--- config.mk ---
export PLATFORM = sky130hd
export DESIGN_NAME = iopbr_ctrl
export DESIGN_NICKNAME = d
export VERILOG_FILES = /design/src/hdl/iopbr_pkg.sv /design/src/hdl/iopbr_ctrl.sv
export SDC_FILE = /design/constraint.sdc
export NUM_CORES = 1
export LEC_CHECK = 0
export ABC_CLOCK_PERIOD_IN_PS = 1300
export BUFFER_PORTS_ARGS = -buffer_cell sky130_fd_sc_hd__buf_2
export CORE_AREA = 2 2 39 41
export DETAILED_ROUTE_END_ITERATION = 8
export DIE_AREA = 0 0 41 43
export GPL_TIMING_DRIVEN = 0
export HOLD_SLACK_MARGIN = 0.1
export MAX_ROUTING_LAYER = met4
export PLACE_DENSITY_LB_ADDON = 0.25
export SETUP_SLACK_MARGIN = 0.2
export SKIP_LAST_GASP = 1
export SYNTH_ARGS = -nofsm -noshare
export SYNTH_HDL_FRONTEND = slang
export SYNTH_SLANG_ARGS = --single-unit
--- constraint.sdc ---
create_clock -name i_clk -period 1.3 [get_ports i_clk]
set_clock_uncertainty 0.1 [all_clocks]
set_input_delay 0.26 -clock i_clk [delete_from_list [all_inputs] [get_ports i_clk]]
set_output_delay 0.26 -clock i_clk [all_outputs]
set_load 0.01 [all_outputs]
--- src/hdl/iopbr_pkg.sv ---
// shared types and constants of the port bitmap block
`default_nettype none
package iopbr_pkg;

    // field widths
    localparam int PORT_W      = 16;
    localparam int LG_W        = 5;
    localparam int IDX_W       = 11;
    localparam int DATA_W      = 32;
    localparam int KIND_W      = 2;

    // range size exponent above this reaches the last port anyway
    localparam int LG_CLAMP    = 17;
    // fixed point shift of the word size reciprocal
    localparam int RECIP_SHIFT = 22;

    // item kinds
    localparam logic [KIND_W-1:0] KIND_CLEAR = 2'd0;
    localparam logic [KIND_W-1:0] KIND_SET   = 2'd1;
    localparam logic [KIND_W-1:0] KIND_READ  = 2'd2;

    // commands from controller to datapath
    typedef struct packed {
        logic clr_wr;
        logic load;
        logic mul;
        logic quo;
        logic fix;
        logic walk_rd;
        logic walk_wr;
        logic final_rd;
        logic out_load;
    } t_cmd;

    // status from datapath to controller
    typedef struct packed {
        logic clr_last;
        logic upd;
        logic more;
        logic out_free;
    } t_sts;

endpackage
`default_nettype wire

--- src/hdl/iopbr_ctrl.sv ---
// controller state machine of the port bitmap block
`default_nettype none
module iopbr_ctrl (
    input  wire logic          i_clk,
    input  wire logic          i_rst_n,
    input  wire logic          i_in_valid,
    output logic               o_in_stall,
    input  wire iopbr_pkg::t_sts i_sts,
    output iopbr_pkg::t_cmd    o_cmd
);
    localparam logic [3:0] S_CLR  = 4'd0;
    localparam logic [3:0] S_IDLE = 4'd1;
    localparam logic [3:0] S_MUL  = 4'd2;
    localparam logic [3:0] S_QUO  = 4'd3;
    localparam logic [3:0] S_FIX  = 4'd4;
    localparam logic [3:0] S_WRD  = 4'd5;
    localparam logic [3:0] S_WWR  = 4'd6;
    localparam logic [3:0] S_RRD  = 4'd7;
    localparam logic [3:0] S_OUT  = 4'd8;

    logic [3:0] r_state;
    logic [3:0] n_state;

    // next state and commands
    always_comb begin
        n_state    = r_state;
        o_cmd      = '0;
        o_in_stall = 1'b1;
        case (r_state)
            S_CLR: begin
                o_cmd.clr_wr = 1'b1;
                if (i_sts.clr_last) begin
                    n_state = S_IDLE;
                end
            end
            S_IDLE: begin
                o_in_stall = 1'b0;
                if (i_in_valid) begin
                    o_cmd.load = 1'b1;
                    n_state    = S_MUL;
                end
            end
            S_MUL: begin
                o_cmd.mul = 1'b1;
                n_state   = S_QUO;
            end
            S_QUO: begin
                o_cmd.quo = 1'b1;
                n_state   = S_FIX;
            end
            S_FIX: begin
                o_cmd.fix = 1'b1;
                n_state   = i_sts.upd ? S_WRD : S_RRD;
            end
            S_WRD: begin
                o_cmd.walk_rd = 1'b1;
                n_state       = S_WWR;
            end
            S_WWR: begin
                o_cmd.walk_wr = 1'b1;
                n_state       = i_sts.more ? S_WRD : S_RRD;
            end
            S_RRD: begin
                o_cmd.final_rd = 1'b1;
                n_state        = S_OUT;
            end
            S_OUT: begin
                if (i_sts.out_free) begin
                    o_cmd.out_load = 1'b1;
                    n_state        = S_IDLE;
                end
            end
            default: begin
                n_state = S_IDLE;
            end
        endcase
    end

    // state register
    always_ff @(posedge i_clk) begin
        if (!i_rst_n) begin
            r_state <= S_CLR;
        end else begin
            r_state <= n_state;
        end
    end
endmodule
`default_nettype wire

==> run summary <==
The run finished, with violations left. The final reports fail on negative setup slack. The data required time at the worst endpoint came out at ~0.94 ns. The core occupancy in the finished layout came out at between 50 and 60%. The first-pass GRT wire length came out at roughly 1.7 mm. The total number of placement rows came out at 14.

The power per standard cell area is 846 mW/mm^2. The worst setup margin is -0.251 ns. The top-level port count came out at 17. TritonCTS built the clock tree. The library cell used most frequently in the layout, excluding fill and tap cells, is sky130_fd_sc_hd__buf_2. Across the VDD grid, the largest voltage drop is 0.394 mV. The remaining global-route overflow is 0. Once placement completed, the tool counted placed cells totaling 73. After layout, the design draws a total of approximately 630 uW. The count of yosys warnings during synthesis came out at 0. The critical path is of the reg2out type. The post-route netlist has between 70% and 80% of its cells at a drive strength greater than 1.

The area used by multi-input combinational logic came out at approximately 270 um^2. The CTS root buffer is sky130_fd_sc_hd__clkbuf_4. The endpoint kind of the worst setup timing path is an output pin. The post-synthesis cell type count is 23.

The placement-stage cell area is 478 um^2. The area of the mapped netlist came out at 332 um^2. The number of design-rule violations left by the first detailed-router iteration is 4.

The met1 usage in global routing came out at roughly 16%. Timing would allow up to between 0.6 and 0.7 GHz. The transition time at the pin with the least slew margin is between 0.2 and 0.3 ns.

The antenna cell count came out at 0. Setup total negative slack on the finished layout was measured at -2.07 ns. In the final design database the tool counted 86 nets. For the worst-skew pair, the clock arrives at the later sink with an insertion delay of about 0.25 ns.

The count of final setup violators is 13. The number of flip-flops under the largest register name came out at 4. The finished layout cell area is around 740 um^2. The register clock-pin slew on the reported worst setup and hold paths came out at roughly 0.030 ns. The worst hold slack came out at 0.166 ns. Ranked by total cell area, the synthesized netlist is headed by sky130_fd_sc_hd__dfxtp_1, sky130_fd_sc_hd__nor3_1, sky130_fd_sc_hd__buf_6, sky130_fd_sc_hd__o41ai_2, sky130_fd_sc_hd__buf_4. The global placer's final weighted congestion came out at between 0.7 and 0.8. The data arrival time of the critical path came out at 1.19 ns. In the global route stage, met3 resource usage came out at ~3.1%. Synthesis inferred 4 register bits. The number of levels the H-tree was split into is 1. The die boundary width came out at roughly 41 um. The largest buffer count on any clock path is 2. The sequential cell area in the final layout came out at between 90 and 100 um^2. The remaining number of nets flagged by the antenna check after routing is 0. The half-perimeter wire length after detailed placement came out at between 600 and 700 um. The relative area change from synthesis to final layout came out at 125%. The final critical path takes up 119% of the cycle.

The global routing stage identified its most utilized layer as met2. Global routing consumed, on the met2 layer, 25.0% of the routing resources. The core outline area came out at between 0.001 and 0.0015 mm^2. The final critical-path required period came out at between 1.5 and 2 ns. In the routed design, unresolved DRC markers number 0. The share of the Yosys chip area taken by registers is 24.2%.

The top cell type's share of synthesized area came out at between 20% and 30%. Of all nets on the critical path, the largest fanout is 5. The overall fraction of global-route tracks in use came out at between 10% and 20%.

The synthesized area per cell came out at between 8 and 9 um^2. The top cell types in the final layout, fill and taps aside, are sky130_fd_sc_hd__buf_2, sky130_fd_sc_hd__buf_4, sky130_fd_sc_hd__buf_6. The number of failing hold endpoints at the final stage came out at 0. The leakage power is roughly 0.35 nW. The vertical die dimension came out at between 40 and 50 um. The mean routed wirelength per cell came out at roughly 13 um.

The largest net degree at the start of global routing came out at 10. The via-per-instance ratio is between 4 and 5. The number of antenna violations at the first check in global routing came out at 0.

The filler cell count came out at around 130. After detailed routing, the total wire length is 1.16 mm. Once the floorplan was initialized, standard cells occupied roughly a quarter of the core.

Summed over all instances, the cell type with the most area after synthesis is sky130_fd_sc_hd__dfxtp_1. Across the run, the number of max-cap violations was 0. The detailed-routing iteration count for the pre-antenna-repair pass is 2. r_state holds more flip-flops than any other register. The via count of the first global-routing pass came out at roughly 400.

The min-delay analysis places its worst path in the category in2reg. The area enclosed by the die boundary is about 0.0018 mm^2. The count of non-filler cells in the finished layout came out at between 90 and 100.

Across all layers, the routed design uses between 400 and 500 vias. The number of cells produced by synthesis is just over 40. Synthesis produced a netlist with a net count of between 40 and 50. The worst relative slew slack came out at between 80% and 90%. The total count of max-transition violations in the final report is 0. The kind of start point of the critical path is a flop. The worst setup timing slack at the placement stage is -0.0201 ns. The total of buffers placed on input and output ports is 16.

The number of buffers created by CTS came out at 3. Setup repair after global routing could not meet its margin everywhere. The tree built by TritonCTS fans out to 4 sinks.

The largest registers in the layout are r_state (4).
cell type report:
cell class / instances / share of cell area (%)
plain buffers: 4 / 7.06
clock buffers: 3 / 3.03
flip-flops and latches: 4 / 12.1
inverters: 2 / 1.34
multi-input cells: 31 / 36.1
repair buffers: 33 / 37.6
well taps: 16 / 2.69
power by group:
group	total [mW]	leakage [nW]	internal [mW]	switching, mW
sequential	0.149	0.0350	0.136	0.0127
clock	0.162	0.0138	0.104	0.0582
combinational	0.319	0.306	0.188	0.131
metal layers:
layer | share of wire (%) | vias to the layer above | routed length (um)
met5 | 0 | - | 0
met4 | 1.9 | 0 | 22
met3 | 4.0 | 2 | 46
met2 | 55 | 14 | 644
met1 | 39 | 201 | 449
li1 | - | 220 | -
cells in the mapped netlist:
| cell type | count |
|---|---|
| sky130_fd_sc_hd__or2_1 | 1 |
| sky130_fd_sc_hd__a221oi_1 | 1 |
| sky130_fd_sc_hd__nand2b_4 | 1 |
| sky130_fd_sc_hd__buf_4 | 2 |
| sky130_fd_sc_hd__buf_6 | 2 |
| sky130_fd_sc_hd__o311a_1 | 1 |
| sky130_fd_sc_hd__xor2_1 | 1 |
| sky130_fd_sc_hd__nor2_1 | 4 |
| sky130_fd_sc_hd__nand2_1 | 4 |
| sky130_fd_sc_hd__mux2_4 | 1 |
| sky130_fd_sc_hd__nand2b_1 | 2 |
| sky130_fd_sc_hd__nor3b_1 | 1 |
| sky130_fd_sc_hd__nand4b_1 | 1 |
| sky130_fd_sc_hd__nor4_1 | 2 |
| sky130_fd_sc_hd__o41ai_2 | 1 |
| sky130_fd_sc_hd__a211oi_1 | 1 |
| sky130_fd_sc_hd__dfxtp_1 | 4 |
| sky130_fd_sc_hd__o21ai_1 | 1 |
| sky130_fd_sc_hd__and3_1 | 1 |
| sky130_fd_sc_hd__inv_1 | 2 |
| sky130_fd_sc_hd__nor3_1 | 5 |
| sky130_fd_sc_hd__and2b_1 | 1 |
| sky130_fd_sc_hd__a21oi_1 | 1 |
path summary, 6_finish.rpt:
path | startpoint | endpoint | slack [ns] | depth (start not counted)
min | i_rst_n | r_state[3]$_SDFFE_PN0P_ | 0.17 | 3
min reg2reg | r_state[3]$_SDFFE_PN0P_ | r_state[0]$_SDFFE_PN0P_ | 0.59 | 2
max | r_state[3]$_SDFFE_PN0P_ | o_cmd[1] | -0.25 | 5
max reg2reg | r_state[0]$_SDFFE_PN0P_ | r_state[3]$_SDFFE_PN0P_ | -0.21 | 6
timing repair:
action / 4_1_cts / 5_1_grt
hold buffers: 1 / 0
hold endpoints to repair: 1 / 0
gates resized for setup: 10 / 10
setup buffers: 8 / 5
cloned: 1 / 2
pin swaps: 3 / 3
endpoints found under the setup margin: 13 / 13
cells by family (layout without fill, tap and decap cells):
kind of cell / Yosys count / in the layout / synth area share [%]
compound gates: 6 / 6 / 15.8
flops: 4 / 4 / 24.2
mux: 1 / 1 / 4.53
simple gates: 23 / 23 / 39.2
xor+xnor: 1 / 1 / 2.64
buf+inv: 6 / 42 / 13.6
critical path, cell delays in order, from the launching register on:
cell and delay (ns):
sky130_fd_sc_hd__dfxtp_2 0.32, sky130_fd_sc_hd__buf_6 0.13, sky130_fd_sc_hd__nand2b_4 0.14, sky130_fd_sc_hd__or2_4 0.23, sky130_fd_sc_hd__inv_2 0.05, sky130_fd_sc_hd__buf_6 0.09
No activity file was read; power rests on OpenSTA's default activity.
